**src/hw/rtl/assert_macros.svh**
```systemverilog
// assertion macros used by the sorted key table top
`ifndef ASSERT_MACROS_SVH
`define ASSERT_MACROS_SVH

`ifndef ASSERT_OFF

// expression holds at every clock edge outside reset
`define ASSERT_ALWAYS(label, expr, msg) \
    label: assert property (@(posedge clk) disable iff (!rst_n) (expr)) else $error(msg);

// antecedent implies consequent in the same cycle
`define ASSERT_IMPLIES(label, ante, cons, msg) \
    label: assert property (@(posedge clk) disable iff (!rst_n) (ante) |-> (cons)) \
        else $error(msg);

// antecedent implies consequent in the next cycle
`define ASSERT_NEXT(label, ante, cons, msg) \
    label: assert property (@(posedge clk) disable iff (!rst_n) (ante) |=> (cons)) \
        else $error(msg);

`else

`define ASSERT_ALWAYS(label, expr, msg)
`define ASSERT_IMPLIES(label, ante, cons, msg)
`define ASSERT_NEXT(label, ante, cons, msg)

`endif

`endif

```
**src/hw/rtl/ksts_or_tree.sv**
```systemverilog
// registered binary or-reduction over the per-cell match flags
module ksts_or_tree #(
    parameter int LEAVES = 64
) (
    input  logic              clk,
    input  logic [LEAVES-1:0] leaves,
    output logic              any
);

    localparam int LVL = (LEAVES > 1) ? $clog2(LEAVES) : 1;
    localparam int PAD = 1 << LVL;

    logic [PAD-1:1]   node_reg;
    logic [PAD-1:1]   node_next;
    logic [2*PAD-1:1] heap;

    // heap layout: root at 1, leaves at PAD .. 2*PAD-1
    always_comb
    begin
        heap = '0;
        for (int j = 1; j < PAD; j++)
        begin
            heap[j] = node_reg[j];
        end
        for (int i = 0; i < LEAVES; i++)
        begin
            heap[PAD + i] = leaves[i];
        end
        for (int j = 1; j < PAD; j++)
        begin
            node_next[j] = heap[2*j] | heap[2*j + 1];
        end
    end

    always_ff @(posedge clk)
    begin
        node_reg <= node_next;
    end

    assign any = node_reg[1];

endmodule

```
**config.mk**
```make
export PLATFORM = sky130hd
export DESIGN_NAME = ksts_or_tree
export DESIGN_NICKNAME = d
export VERILOG_FILES = /design/src/hw/rtl/assert_macros.svh /design/src/hw/rtl/ksts_or_tree.sv
export SDC_FILE = /design/constraint.sdc
export NUM_CORES = 1
export LEC_CHECK = 0
export BUFFER_PORTS_ARGS = -buffer_cell sky130_fd_sc_hd__buf_2
export CORE_MARGIN = 5
export CORE_UTILIZATION = 49
export CTS_CLUSTER_DIAMETER = 50
export DETAILED_ROUTE_END_ITERATION = 10
export PLACE_DENSITY = 0.78
export SYNTH_ARGS = -nofsm -noshare
export SYNTH_HDL_FRONTEND = slang
export SYNTH_SLANG_ARGS = --single-unit
```
**constraint.sdc**
```tcl
create_clock -name clk -period 1.55 [get_ports clk]
set_input_delay 0.0775 -clock clk [delete_from_list [all_inputs] [get_ports clk]]
set_output_delay 0.0775 -clock clk [all_outputs]
set_load 0.03 [all_outputs]
```
## After elaboration in Yosys (flattened, before gate mapping)

Index checks and enable logic that the tools add are counted.
W data, S select, Z words.

| word-level totals | value |
|---|---|
| bits in registers | 63 |
| latch bits | 0 |
| bits in writable memories | 0 |
| bits in read-only memories | 0 |
| bits of input ports | 65 |
| output and inout port bits | 1 |
| word-level logic and storage cells | 64 |
| memories kept | 0 |

| operators by class | value |
|---|---|
| $add $sub $neg | 0 |
| multiply operators | 0 |
| divide/modulo/power cells | 0 |
| order comparisons | 0 |
| equality and inequality tests | 0 |
| shift-type cells | 0 |
| muxes and demuxes | 0 |
| bitwise gates (word level) | 63 |
| reductions and logical operators | 0 |

Operators by type and width:

| cell | number |
|---|---|
| $or A1 B1 Y1 | 63 |

## Longest topological paths before layout

| logic depth | value |
|---|---|
| depth after elaboration | 1 |
| mapped depth | 1 |
| depth with buffers taken out | 1 |

## Worst setup path after synthesis

Ideal clock, no wire load.

| timing | value |
|---|---|
| kind | reg2reg |
| start point | register node_reg[21] (netlist bit) |
| end point | register node_reg[10] (netlist bit) |
| library setup time | 0.120 ns |
| arrival | 0.470 ns |
| data required time | 1.430 ns |
| setup slack | 0.960 ns |
| cell stages (with the launch flop) | 2 |
| buffers on the path | 0 |
| period minus slack after synthesis | 0.590 ns |
| path through | dfxtp_1 or2_1 |

| between the ends | value |
|---|---|
| longest elaborated chain between the ends | 1 |

Ends and longest elaborated chain:

| item | line | RTL |
|---|---|---|
| start, declared | ksts_or_tree.sv:13 | `logic [PAD-1:1] node_reg;` |
| start signal, assigned | ksts_or_tree.sv:37 | `node_reg <= node_next;` |
| $or A1 B1 Y1 | ksts_or_tree.sv:31 | `node_next[j] = heap[2*j] \| heap[2*j + 1];` |
| via node_next, one bit | ksts_or_tree.sv:14 | `logic [PAD-1:1] node_next;` |

The timed path passes the listed nets, and every way through them passes these cells.

## Worst setup path after layout

| timing | value |
|---|---|
| start point | input port leaves[28] |
| end point | register node_reg[46] (netlist bit) |

| between the ends | value |
|---|---|
| longest elaborated chain between the ends | 1 |

Ends and longest elaborated chain:

| item | line | RTL |
|---|---|---|
| start, declared | ksts_or_tree.sv:6 | `input logic [LEAVES-1:0] leaves,` |
| $or A1 B1 Y1 | ksts_or_tree.sv:31 |  |
| via node_next, one bit | ksts_or_tree.sv:14 |  |

The timed path passes the listed nets, and every way through them passes these cells.

==> run_results.csv <==
group,metric,value,unit
yosys,syn_avg_cell_area,13.1,um^2
final_layout,layout-drive-gt1-share,0.295,
yosys,synth_top_area_frac,0.762,
sta,final_hold_viol_count,0,
global_route,overflow,0,
sta,setup_violations,0,
power_and_ir_drop,irDropWorstVdd,0.639,mV
sta,post-route-period-util,0.833,
sta,final.setup.tns,0,ns
clocking,htreeDepth,3,
sta,maxSlewViolCount,0,
placed_design,hpwlAfterDp,1840,um
setup_path,cp.arrival,1.55,ns
clocking,clock_path_buffers,2,
yosys,ys_top_cells_by_area,"dfxtp_1 76%, or2_1 24%",
final_layout,area_delta_synth_final,69.0,%
sta,rsz0062_at_grt,"no",
clocking,cts_buffers,9,
hold_path,hp-start,"node_reg[18]$_DFF_P_",
setup_path,r2r_slack,0.90,ns
sta,fmax,775,MHz
global_route,grt_max_degree,11,
die,num_rows,21,
setup_path,required,1.81,ns
placed_design,io_buffer_count,65,
sta,finalClockSkew,0.00645,ns
setup_path,path_class,"in -> reg",
clocking,clk_pin_slew_worst_paths,0.09,ns
yosys,syn-num-nets,191,
sta,setup_slack,0.259,ns
die,io_pins,66,
power_and_ir_drop,powerDensity,1020,mW/mm^2
yosys,yosys.area.top_type,"dfxtp_1",
yosys,syn_inst,126,
detailed_routing,wirelength,4070,um
detailed_routing,ant_nets,0,
job,maxCapViolCount,0,
placed_design,placed_cell_area,0.00204,mm^2
sta,period_minus_slack,1.29,ns
yosys,syn_area,0.00166,mm^2
final_layout,largest_reg_flops,63,
final_layout,design_area,0.00280,mm^2
detailed_routing,drc,0,
global_route,antenna_found_initial,0,
clocking,cts_sinks,63,
global_route,grt_pass1_vias,1517,
power_and_ir_drop,power.leakage,1.15,nW
final_layout,num_antenna_cells,0,
clocking,clk_latency,0.37,ns
placed_design,dp_slack,0.918,ns
global_route,grt_pass1_wl,6580,um
die,die_area,0.00464,mm^2
detailed_routing,wl_per_cell,12.8,um
setup_path,cp-startpoint,"leaves[28]",
yosys,synth.distinct_cells,2,
detailed_routing,drt_iter0_drc,32,
placed_design,place_congestion,0.646,
setup_path,r2r_start,"node_reg[51]$_DFF_P_",
setup_path,cp_max_fo,1,
final_layout,nets,331,
detailed_routing,vias,1328,
die,fp.dieH,68.1,um
outcome,status,"complete, no violations",
yosys,ys_seq_area_frac,0.762,
setup_path,cp-end-kind,"flip-flop",
clocking,cts_tree,"built",
yosys,yosys_warnings,0,
setup_path,critical_path.startpoint_type,"input port",
global_route,grtUsageTotal,0.205,
hold_path,worst_hold_path_type,"reg -> reg",
clocking,post_cts_buffers,0,
die,start_util,0.500,
die,die_x,68.1,um
detailed_routing,viasPerCell,4.19,
yosys,ys_ff_latch,63,
sta,worst_pin_slew,0.157,ns
sta,timing.slew.headroom,0.896,
clocking,cts_root_buffer,"clkbuf_4",
die,core_area,0.00331,mm^2
detailed_routing,first_pass_iters,4,
-- area by class of cell --
| type | count | area [um^2] |
|---|---|---|
| Timing Repair Buffer | 129 | 966 |
| Tap cell | 46 | 57.6 |
| Multi-Input combinational cell | 63 | 394 |
| Clock inverter | 4 | 20.0 |
| Clock buffer | 12 | 98.8 |
| Fill cell | 181 | 513 |
| Sequential cell | 63 | 1260 |
-- worst paths after layout --
| check | end | cells past startpoint |
|---|---|---|
| setup / recovery | node_reg[46]$_DFF_P_ | 4 |
| hold / removal | node_reg[9]$_DFF_P_ | 1 |
| setup reg to reg | node_reg[25]$_DFF_P_ | 1 |
| hold reg to reg | node_reg[9]$_DFF_P_ | 1 |
-- logic make-up (layout without fill, tap and decap cells) --
group	count (synthesis)	after routing	synth area share
and+or+nand+nor	63	63	0.238
buffers and inverters	0	145	0
DFF	63	63	0.762
-- Yosys cell counts --
master,number
dfxtp_1,63
or2_1,63
-- repair_timing --
item | in CTS | in global routing
endpoints found under the hold margin | 32 | 0
hold buffers | 64 | 0
gates resized for setup | 0 | 0
-- metal layers --
metal  up-vias  part of all wire  track usage
li1        662                 -            -
met1       604              0.34        0.173
met2        51              0.56        0.398
met3        11             0.075        0.105
met4         0             0.021       0.0744
met5         -                 0            0
-- worst max-delay path, stage by stage --
cell and delay, ns:
dlygate4sd3_1 0.53, buf_2 0.12, or2_1 0.24, dlygate4sd3_1 0.58
-- through the flow --
step                cells  utilization  hold WS (ns)  power (mW)
CTS                   317        0.845         0.381        2.86
global route          317        0.845         0.401        3.00
detailed placement    237        0.616         0.256        1.83
floorplan             126            -         0.175        1.75
global placement      237        0.616         0.255        1.82
finish                317        0.845         0.408        2.86
-- power by group --
group,internal [mW],switching (mW)
clock,0.408,0.518
combinational,0.185,0.0597
sequential,1.67,0.0131
total,2.27,0.591
-- cell usage in the layout (no fill, tap or decap) --
cell type and instances:
dfxtp_1 63, buf_2 65, clkbuf_1 1, clkbuf_4 9, clkinv_2 4, clkbuf_8 2
or2_1 63, dlygate4sd3_1 64
Note: power is estimated with default switching activity, not from simulation.
