===== src/hw/rtl/assert_macros.svh =====
// assertion macros used by the sorted key table top
`ifndef ASSERT_MACROS_SVH
`define ASSERT_MACROS_SVH

`ifndef ASSERT_OFF

// expression holds at every clock edge outside reset
`define ASSERT_ALWAYS(label, expr, msg) \
    label: assert property (@(posedge clk) disable iff (!rst_n) (expr)) else $error(msg);

// antecedent implies consequent in the same cycle
`define ASSERT_IMPLIES(label, ante, cons, msg) \
    label: assert property (@(posedge clk) disable iff (!rst_n) (ante) |-> (cons)) \
        else $error(msg);

// antecedent implies consequent in the next cycle
`define ASSERT_NEXT(label, ante, cons, msg) \
    label: assert property (@(posedge clk) disable iff (!rst_n) (ante) |=> (cons)) \
        else $error(msg);

`else

`define ASSERT_ALWAYS(label, expr, msg)
`define ASSERT_IMPLIES(label, ante, cons, msg)
`define ASSERT_NEXT(label, ante, cons, msg)

`endif

`endif


===== src/hw/rtl/ksts_pkg.sv =====
// types and codes for the sorted key table
package ksts_pkg;

    localparam int KEY_W     = 32;
    localparam int ACTION_W  = 2;
    localparam int STATUS_W  = 2;
    localparam int ENTRIES_W = 7;

    typedef logic signed [KEY_W-1:0] key_t;

    localparam logic [ACTION_W-1:0] ACT_ADD    = 2'd0;
    localparam logic [ACTION_W-1:0] ACT_REMOVE = 2'd1;
    localparam logic [ACTION_W-1:0] ACT_LOOKUP = 2'd2;

    localparam logic [STATUS_W-1:0] ST_DONE   = 2'd0;
    localparam logic [STATUS_W-1:0] ST_FULL   = 2'd1;
    localparam logic [STATUS_W-1:0] ST_ABSENT = 2'd2;

    typedef enum logic [1:0] {
        S_IDLE,
        S_CMP,
        S_REDUCE,
        S_APPLY
    } fsm_state_t;

    // control broadcast to every cell
    typedef struct packed {
        logic cmp_en;
        logic shift_up;
        logic shift_down;
    } cell_ctl_t;

endpackage


===== src/hw/rtl/ksts_cell.sv =====
// one slot of the sorted key chain: stored key, compare flags, shift mux
module ksts_cell
    import ksts_pkg::*;
(
    input  logic      clk,
    input  cell_ctl_t ctl,
    input  key_t      op_key,
    input  logic      valid,
    input  key_t      left_key,
    input  logic      left_le,
    input  key_t      right_key,
    output key_t      key_q,
    output logic      le_q,
    output logic      eq_q
);

    key_t key_reg;
    key_t key_next;
    logic le_reg;
    logic lt_reg;
    logic eq_reg;

    // flags are captured once per item and held while the item runs
    always_ff @(posedge clk)
    begin
        if (ctl.cmp_en)
        begin
            le_reg <= valid && (key_reg <= op_key);
            lt_reg <= valid && (key_reg < op_key);
            eq_reg <= valid && (key_reg == op_key);
        end
        key_reg <= key_next;
    end

    always_comb
    begin
        key_next = key_reg;
        if (ctl.shift_up && !le_reg)
        begin
            // insertion point takes the new key, cells above it move up
            key_next = left_le ? op_key : left_key;
        end
        else if (ctl.shift_down && !lt_reg)
        begin
            // removed slot and everything above it move down
            key_next = right_key;
        end
    end

    assign key_q = key_reg;
    assign le_q  = le_reg;
    assign eq_q  = eq_reg;

endmodule


===== config.mk =====
export PLATFORM = sky130hd
export DESIGN_NAME = ksts_cell
export DESIGN_NICKNAME = d
export VERILOG_FILES = /design/src/hw/rtl/assert_macros.svh /design/src/hw/rtl/ksts_pkg.sv /design/src/hw/rtl/ksts_cell.sv
export SDC_FILE = /design/constraint.sdc
export NUM_CORES = 1
export LEC_CHECK = 0
export ABC_AREA = 1
export ABC_CLOCK_PERIOD_IN_PS = 3800
export BUFFER_PORTS_ARGS = -buffer_cell sky130_fd_sc_hd__buf_4
export CORE_UTILIZATION = 30
export DETAILED_ROUTE_END_ITERATION = 16
export PLACE_DENSITY_LB_ADDON = 0.25
export SYNTH_ARGS = -nofsm -noshare
export SYNTH_HDL_FRONTEND = slang
export SYNTH_SLANG_ARGS = --single-unit

===== constraint.sdc =====
create_clock -name clk -period 3.8 [get_ports clk]
set_input_delay 0.57 -clock clk [delete_from_list [all_inputs] [get_ports clk]]
set_output_delay 0.57 -clock clk [all_outputs]
set_load 0.02 [all_outputs]

---- After elaboration in Yosys (flattened, before gate mapping) ----
Cells that the tools add are included.
storage, ports and cells
  output and inout port bits .............. 34
  bits of input ports ..................... 102
  register bits after elaboration ......... 35
cells by class
  mux-type cells .......................... 3
  order comparisons ....................... 2
  equality and inequality tests ........... 1
  reductions and logical operators ........ 8
operators by type and width
  cell                         number
  32-bit 2-to-1 mux            3
  32-bit equality test         1
  32-bit <= comparator         1
  32-bit less-than comparator  1
  1-bit logical AND            5
  1-bit zero test              2
  2-bit nonzero test           1

---- Depth between registers and ports, before layout ----
Gate-level depths: netlist of the first run.
  word-level depth ........................ 4
  gate-level depth with buffers ........... 16

---- Worst setup path after synthesis of the first run ----
Ideal clock, no wire load.
  path type ............................... in2reg
  start ................................... input ctl[0] (netlist bit)
  end ..................................... register key_reg[0] (netlist: key_q[0]), enable pin
  data arrival time ....................... 2876 ps
  path buffers ............................ 0
  cell stages on the path ................. 2
  data required time ...................... 3334 ps
  path slack .............................. 458 ps
  setup time .............................. 466 ps
  cells stage by stage .................... inv_1 > o21ai_0
between the ends
  word-level cells in the longest chain between the ends .. 2
ends and longest elaborated chain
  what                          RTL line         text
  start, declared               ksts_cell.sv:6   input cell_ctl_t ctl,
  1-bit logical AND             ksts_cell.sv:43  else if (ctl.shift_down && !lt_reg)
  2-bit nonzero test (no line)  --
  end signal, assigned          ksts_cell.sv:32  key_reg <= key_next;
  end, declared                 ksts_cell.sv:17  key_t key_reg;
Every way passes these cells.
A chain may end at the register's enable or synchronous reset.

---- Final worst setup path of the first run ----
  start ................................... input ctl[1] (netlist bit)
  end ..................................... register key_reg[21] (netlist: key_q[21]), enable pin
between the ends
  word-level cells in the longest chain between the ends .. 2
ends and longest elaborated chain
  what                          RTL line         text
  1-bit logical AND             ksts_cell.sv:38  if (ctl.shift_up && !le_reg)
  2-bit nonzero test (no line)  --
Every way passes these cells.

==> key figures, run 1 <==
STA
  – RSZ-0062 raised after global routing: false
  – Final Critical Period: 2500 ps
  – Worst slew margin: approximately 28%
  – Setup violations, final: 0
  – Clock skew: 5.89 ps
  – Final Hold Viols: 0
  – Max Slew Vio Count: 0
  – Worst Tran Pin Value: around 1100 ps
  – Final TNS setup: 0 ps
  – Fmax: 400 MHz
  – Final period util: 65.7%

Die
  – Row cnt: 33
  – Starting Density: a little under a third
  – Top-Level Pins: 136
  – Die width: approximately 95 microns
  – Die H: between 90 and 100 microns
  – Core ar.: about 8300 sq um
  – Die area: ~9000 sq um

Critical path
  – Setup crit end kind: flip-flop
  – Crit path launch type: input port
  – CP arrival: 2380 ps
  – Crit path max fanout: 33
  – FF-to-FF Start: le_q$_DFFE_PP_
  – Reg2Reg Depth: 4
  – Critical R2R Capture: key_q[21]$_DFFE_PP_
  – FF-to-FF setup slack: 1360 ps
  – Worst Path Required: around 3700 ps
  – CP Class: input port to flip-flop

Synthesis
  – Post-synth EDFFs: 35
  – Yosys synthesis warning count: 0
  – Gate Count Post-Synth: 328
  – Syn_area_per_cell: 7.88 sq um
  – FFs w/ async S/R, synth: 0%
  – Seq cells post-synth: 35
  – Top_reg_cell synth: edfxtp_1
  – Top cell type by total area after synthesis: edfxtp_1
  – Synth top area share: a little over 40%
  – Seq/Total Area, Yosys: 40.7%
  – Largest cells by area after synthesis: edfxtp_1 41%, ha_1 15%, o21ai_0 12%
  – Most common library cells after synthesis: 69 x nand2_1, 64 x o21ai_0, 46 x inv_1, 40 x nor2_1, 35 x edfxtp_1
  – Syn nets: approximately 460
  – Yosys cell types: 18
  – Count leader, synth: nand2_1
  – Syn Std Cell Area: 2580 sq um

Drt
  – Initial drt markers: between 100 and 150
  – Vias per cell: roughly 4.7
  – DRC Markers: 0
  – Routed len/inst: 12.5 microns
  – Final wirelength: 7040 microns
  – Drt first pass iters: 4
  – Via count: 2639
  – DRT antenna net count: 0

Clock tree
  – Htree depth: 2
  – Max clock buf depth: 2
  – CTS tree: built
  – Cts hold-fix bufs: 0
  – Total CTS buffers: 5
  – Sink Count: 35
  – Clock Pin Slew Worst Setup and Hold Paths: 70 ps
  – CTS root buffer: clkbuf_8
  – Post_cts resized: 0
  – Worst skew pair latency: 290 ps
  – Setup Buffers After CTS: 0

Finish
  – Final nets: 593
  – Design area: 3780 sq um
  – Area grow syn2layout: 46.2%
  – Fill cell count: approximately 860
  – Ant diodes: 0
  – Max reg flops: 32
  – Layout cells sized above 1: ~32%

Placement
  – RePlAce Congestion: approximately 0.70
  – # port buffers: 135
  – Final HPWL from detailed placement: approximately 5400 microns
  – Placed inst area: 3700 sq um

Global routing
  – First-pass GRT wire length: 11200 microns
  – GR Overflow Total: 0
  – Initial antenna violation count: 0
  – Vias in the first global route: 2532
  – Largest net degree at the start of global routing: 34
  – Total track usage: 16.1%

Power and ir drop
  – Worst vdd rail ir drop: 0.136 mV
  – Leak pwr: roughly 1.9 nW
  – Power density cells: about 320 nW/um^2

Hold path
  – WHS Path Cells: 1
  – HP Start: ctl[2]
  – Hold Path End: le_q$_DFFE_PP_
  – Hold Path Class: input port to flip-flop

Run status
  – Status: finished, final reports clean

Flow run
  – Maxcap violations: 0
[per-stage QoR]
stage               hold WS, ps  setup slack [ps]  util [%]  cells  power, mW
floorplan                   682               458         -    328      0.769
detailed placement          797               971      44.9    557      0.982
global placement            797               990      44.9    557      0.973
global route                492              1130      45.7    563       1.31
CTS                         498              1270      45.7    563       1.24
finish                      501              1300      45.7    563       1.22
[final cells by class]
cell class / instances / area (sq um) / area share [%]
multi-input cells: 235 / 1330 / 35.2
well taps: 105 / 131 / 3.48
flip-flops and latches: 35 / 1050 / 27.8
clock buffers: 6 / 72.6 / 1.92
repair buffers: 136 / 1020 / 27.0
inverters: 46 / 173 / 4.57
[cell usage in the layout, fill, tap and decap left out]
| cell type | synthesis | routed |
|---|---|---|
| a21o_1 | 1 | 1 |
| a21oi_1 | 14 | 14 |
| buf_4 | 0 | 136 |
| clkbuf_1 | 12 | 1 |
| clkbuf_8 | 0 | 5 |
| edfxtp_1 | 35 | 35 |
| ha_1 | 32 | 32 |
| inv_1 | 46 | 46 |
| nand2_1 | 69 | 69 |
| nand2_2 | 1 | 1 |
| nand3_1 | 3 | 3 |
| nand3_2 | 1 | 1 |
| nand4_1 | 2 | 2 |
| nor2_1 | 40 | 39 |
| nor2_2 | 1 | 2 |
| nor4_1 | 1 | 1 |
| nor4_4 | 1 | 1 |
| o21a_1 | 2 | 2 |
| o21ai_0 | 64 | 63 |
| o21ai_1 | 3 | 3 |
| o21ai_4 | 0 | 1 |
[routing by layer]
layer,vias to the layer above,global-route usage [%],share of wire [%]
li1,1350,-,-
met1,1182,19.7,43
met2,99,28.0,49
met3,8,3.46,7.0
met4,0,5.05,1.3
met5,-,0,0
[power breakdown]
part,internal (mW),switching (mW)
Clock,0.122,0.130
Sequential,0.493,0.0279
Combinational,0.204,0.243
Total,0.819,0.401
[how the worst max path moves through the flow]
stage                       from             endpoint  slack, ps
after detailed placement  ctl[1]  key_q[17]$_DFFE_PP_        970
final                     ctl[1]  key_q[21]$_DFFE_PP_       1300
after global routing      ctl[1]  key_q[11]$_DFFE_PP_       1130
after floorplan           ctl[0]   key_q[0]$_DFFE_PP_        460
after CTS                 ctl[1]  key_q[17]$_DFFE_PP_       1270
after global placement    ctl[1]  key_q[13]$_DFFE_PP_        990
[kinds of logic after synthesis]
family / count (synthesis) / synth area share (%)
flip-flops: 35 / 40.7
AND/OR/NAND/NOR: 119 / 18.8
AO/OA/AOI/OAI: 84 / 16.6
adder cells (fa/ha/maj): 32 / 15.5
buffers and inverters: 58 / 8.43
[critical path: stages]
cell and delay, ps:
buf_4 110, inv_1 50, nor2_2 30, buf_4 230, inv_1 820, o21ai_4 540
Power figures use the tool's default switching activity.
==> run 2, diff against run 1 <==
ABC_CLOCK_PERIOD_IN_PS = 2300   (was 3800)
clock period = 2.3 ns   (was 3.8 ns; I/O delays follow)
==> key figures, run 2 (same netlist as run 1, synthesis figures left out) <==
Run status
  – Status: finished, final reports clean

Critical path
  – Setup crit end kind: flip-flop
  – Crit path launch type: flip-flop
  – CP Class: flip-flop to flip-flop
  – FF-to-FF setup slack: 480 ps (-880 ps)
  – Worst Path Required: 2340 ps (-1340 ps)
  – Crit path max fanout: 4 (-88%)
  – Worst setup path endpoint: le_q$_DFFE_PP_
  – CP startpoint: key_q[31]$_DFFE_PP_
  – Reg2Reg Depth: 10 (+6)
  – Critical R2R Capture: le_q$_DFFE_PP_
  – FF-to-FF Start: key_q[31]$_DFFE_PP_
  – CP arrival: 1860 ps (-520 ps)

Drt
  – DRT antenna net count: 0 (unchanged)
  – Initial drt markers: 67 (-45%)
  – Drt first pass iters: 4 (unchanged)
  – Routed len/inst: 12.8 microns (+2.0%)
  – DRC Markers: 0 (unchanged)
  – Vias per cell: 4.58 (-2.3%)
  – Via count: 2597 (-1.6%)
  – Final wirelength: 7240 microns (+2.7%)

Power and ir drop
  – Flop pwr share: 42.1% (-0.5 points)
  – Power density cells: 537 nW/um^2 (+66%)
  – Worst vdd rail ir drop: 0.208 mV (+52%)
  – P_sw: 674 uW (+68%)
  – Clk pwr share: 21.5% (+0.8 points)
  – P_int: 1.37 mW (+67%)
  – Leak pwr: 1.95 nW (+0.75%)
  – Switching power share of the total: 33.1% (+0.18 points)
  – Combinational Power Share: 36.4% (-0.3 points)

Die
  – Core ar.: 8260 sq um (unchanged)
  – Row cnt: 33 (unchanged)
  – Die width: 94.8 microns (unchanged)
  – Die area: 8990 sq um (unchanged)
  – Top-Level Pins: 136 (unchanged)
  – Die H: 94.8 microns (unchanged)
  – Starting Density: 31.3% (unchanged)

STA
  – Fmax: 549 MHz
  – Max Slew Vio Count: 0 (unchanged)
  – Setup violations, final: 0 (unchanged)
  – Clock skew: 6.85 ps (+0.961 ps)
  – Slack of the critical path: 479 ps (-823 ps)
  – RSZ-0062 raised after global routing: false
  – Worst Tran Pin Value: 1100 ps (+19.7 ps)
  – Final period util: 79.2%
  – Worst hold slack: 284 ps (-217 ps)
  – Worst slew margin: 26.4% (-1.5 points)
  – Final TNS setup: 0 ps (unchanged)
  – Final Hold Viols: 0 (unchanged)
  – Final Critical Period: around 1800 ps

Clock tree
  – Cts hold-fix bufs: 0 (unchanged)
  – Clock Pin Slew Worst Setup and Hold Paths: 70 ps (about the same)
  – Htree depth: 2 (unchanged)
  – Sink Count: 35 (unchanged)
  – CTS tree: built
  – Post_cts resized: 0 (unchanged)
  – Max clock buf depth: 2 (unchanged)
  – Total CTS buffers: 5 (unchanged)
  – Setup Buffers After CTS: 0 (unchanged)
  – Worst skew pair latency: 290 ps (about the same)
  – CTS root buffer: clkbuf_8

Finish
  – Max reg flops: 32 (unchanged)
  – Area grow syn2layout: 47.1%
  – Fill cell count: 865 (+0.70%)
  – Layout cells sized above 1: 32.5% (+0.37 points)
  – Fin util: 46.0% (+0.29 points)
  – Design area: 3800 sq um (+0.63%)
  – Multi-input gate area: 1330 sq um (unchanged)
  – Register area: 1050 sq um (unchanged)
  – Commonest non-fill, non-tap cell in the layout: buf_4
  – Ant diodes: 0 (unchanged)
  – Final nets: 595 (+0.34%)
  – Commonest non-fill, non-tap cells in the layout: 138 x buf_4, 69 x nand2_1, 63 x o21ai_0

Global routing
  – GR Overflow Total: 0 (unchanged)
  – First-pass GRT wire length: 11500 microns (+2.9%)
  – Vias in the first global route: 2497 (-1.4%)
  – Total track usage: 16.8% (+0.68 points)
  – Largest net degree at the start of global routing: 34 (unchanged)
  – Initial antenna violation count: 0 (unchanged)

Placement
  – # port buffers: 135 (unchanged)
  – DP Worst Slack: 394 ps (-577 ps)
  – RePlAce Congestion: 0.743 (+6.0%)
  – Placed inst area: 3720 sq um (+0.41%)
  – Final HPWL from detailed placement: 5490 microns (+0.76%)

Flow run
  – Maxcap violations: 0 (unchanged)

Hold path
  – Hold Path Class: input port to flip-flop
[run 2: cell types whose count changed in the layout (fill, tap and decap cells not counted), sizes merged]
cell    delta
buf        +2
clkbuf     +1
clkinv     +1
[run 2: critical path, cell delays in order (launching register included)]
cell      delay, ps
edfxtp_1        410
ha_1            350
nand2_1          90
nor2_2          140
nand2_2          80
nor4_4          170
nand2_1         100
nand2_1          60
nand2_1          50
nand3_2          60
nand2_1          50
[run 2: how the worst min path moves through the flow]
| stage | from | end | slack, ps | depth (start not counted) |
|---|---|---|---|---|
| 2_1_floorplan | ctl[2] | eq_q$_DFFE_PP_ | 460 | 0 |
| 3_3_place_gp | ctl[2] | eq_q$_DFFE_PP_ | 580 | 1 |
| 3_5_place_dp | ctl[2] | le_q$_DFFE_PP_ | 580 | 1 |
| 4_1_cts | ctl[2] | le_q$_DFFE_PP_ | 280 | 1 |
| 5_1_grt | ctl[2] | eq_q$_DFFE_PP_ | 270 | 1 |
| 6_report | ctl[2] | le_q$_DFFE_PP_ | 280 | 1 |
[run 2: per-layer routing]
metal	track usage, %	share of wire (%)
met1	20.9	44
met5	0	0
met4	4.17	0.88
met2	28.9	48
met3	4.11	6.4
[run 2: layout make-up]
| class | instances | area share (%) |
|---|---|---|
| sequential | 35 | 27.6 |
| clock inverter | 1 | 0.132 |
| tap | 105 | 3.46 |
| multi-input combinational | 235 | 35.0 |
| clock buffer | 7 | 2.01 |
| timing repair buffer | 138 | 27.3 |
| inverter | 46 | 4.54 |
[run 2: stage by stage]
stage / total power [mW] / cells
6_report: 2.04 / 567
5_1_grt: 2.19 / 567
4_1_cts: 2.07 / 567
3_5_place_dp: 1.63 / 559
3_3_place_gp: 1.61 / 559
2_1_floorplan: 1.27 / 328
[run 2: power by group through the flow]
stage	registers (mW)	logic, mW	clock network (mW)
3_3_place_gp	0.868	0.744	0
4_1_cts	0.859	0.757	0.459
6_report	0.858	0.743	0.439
2_1_floorplan	0.960	0.307	0
5_1_grt	0.869	0.842	0.480
3_5_place_dp	0.873	0.753	0
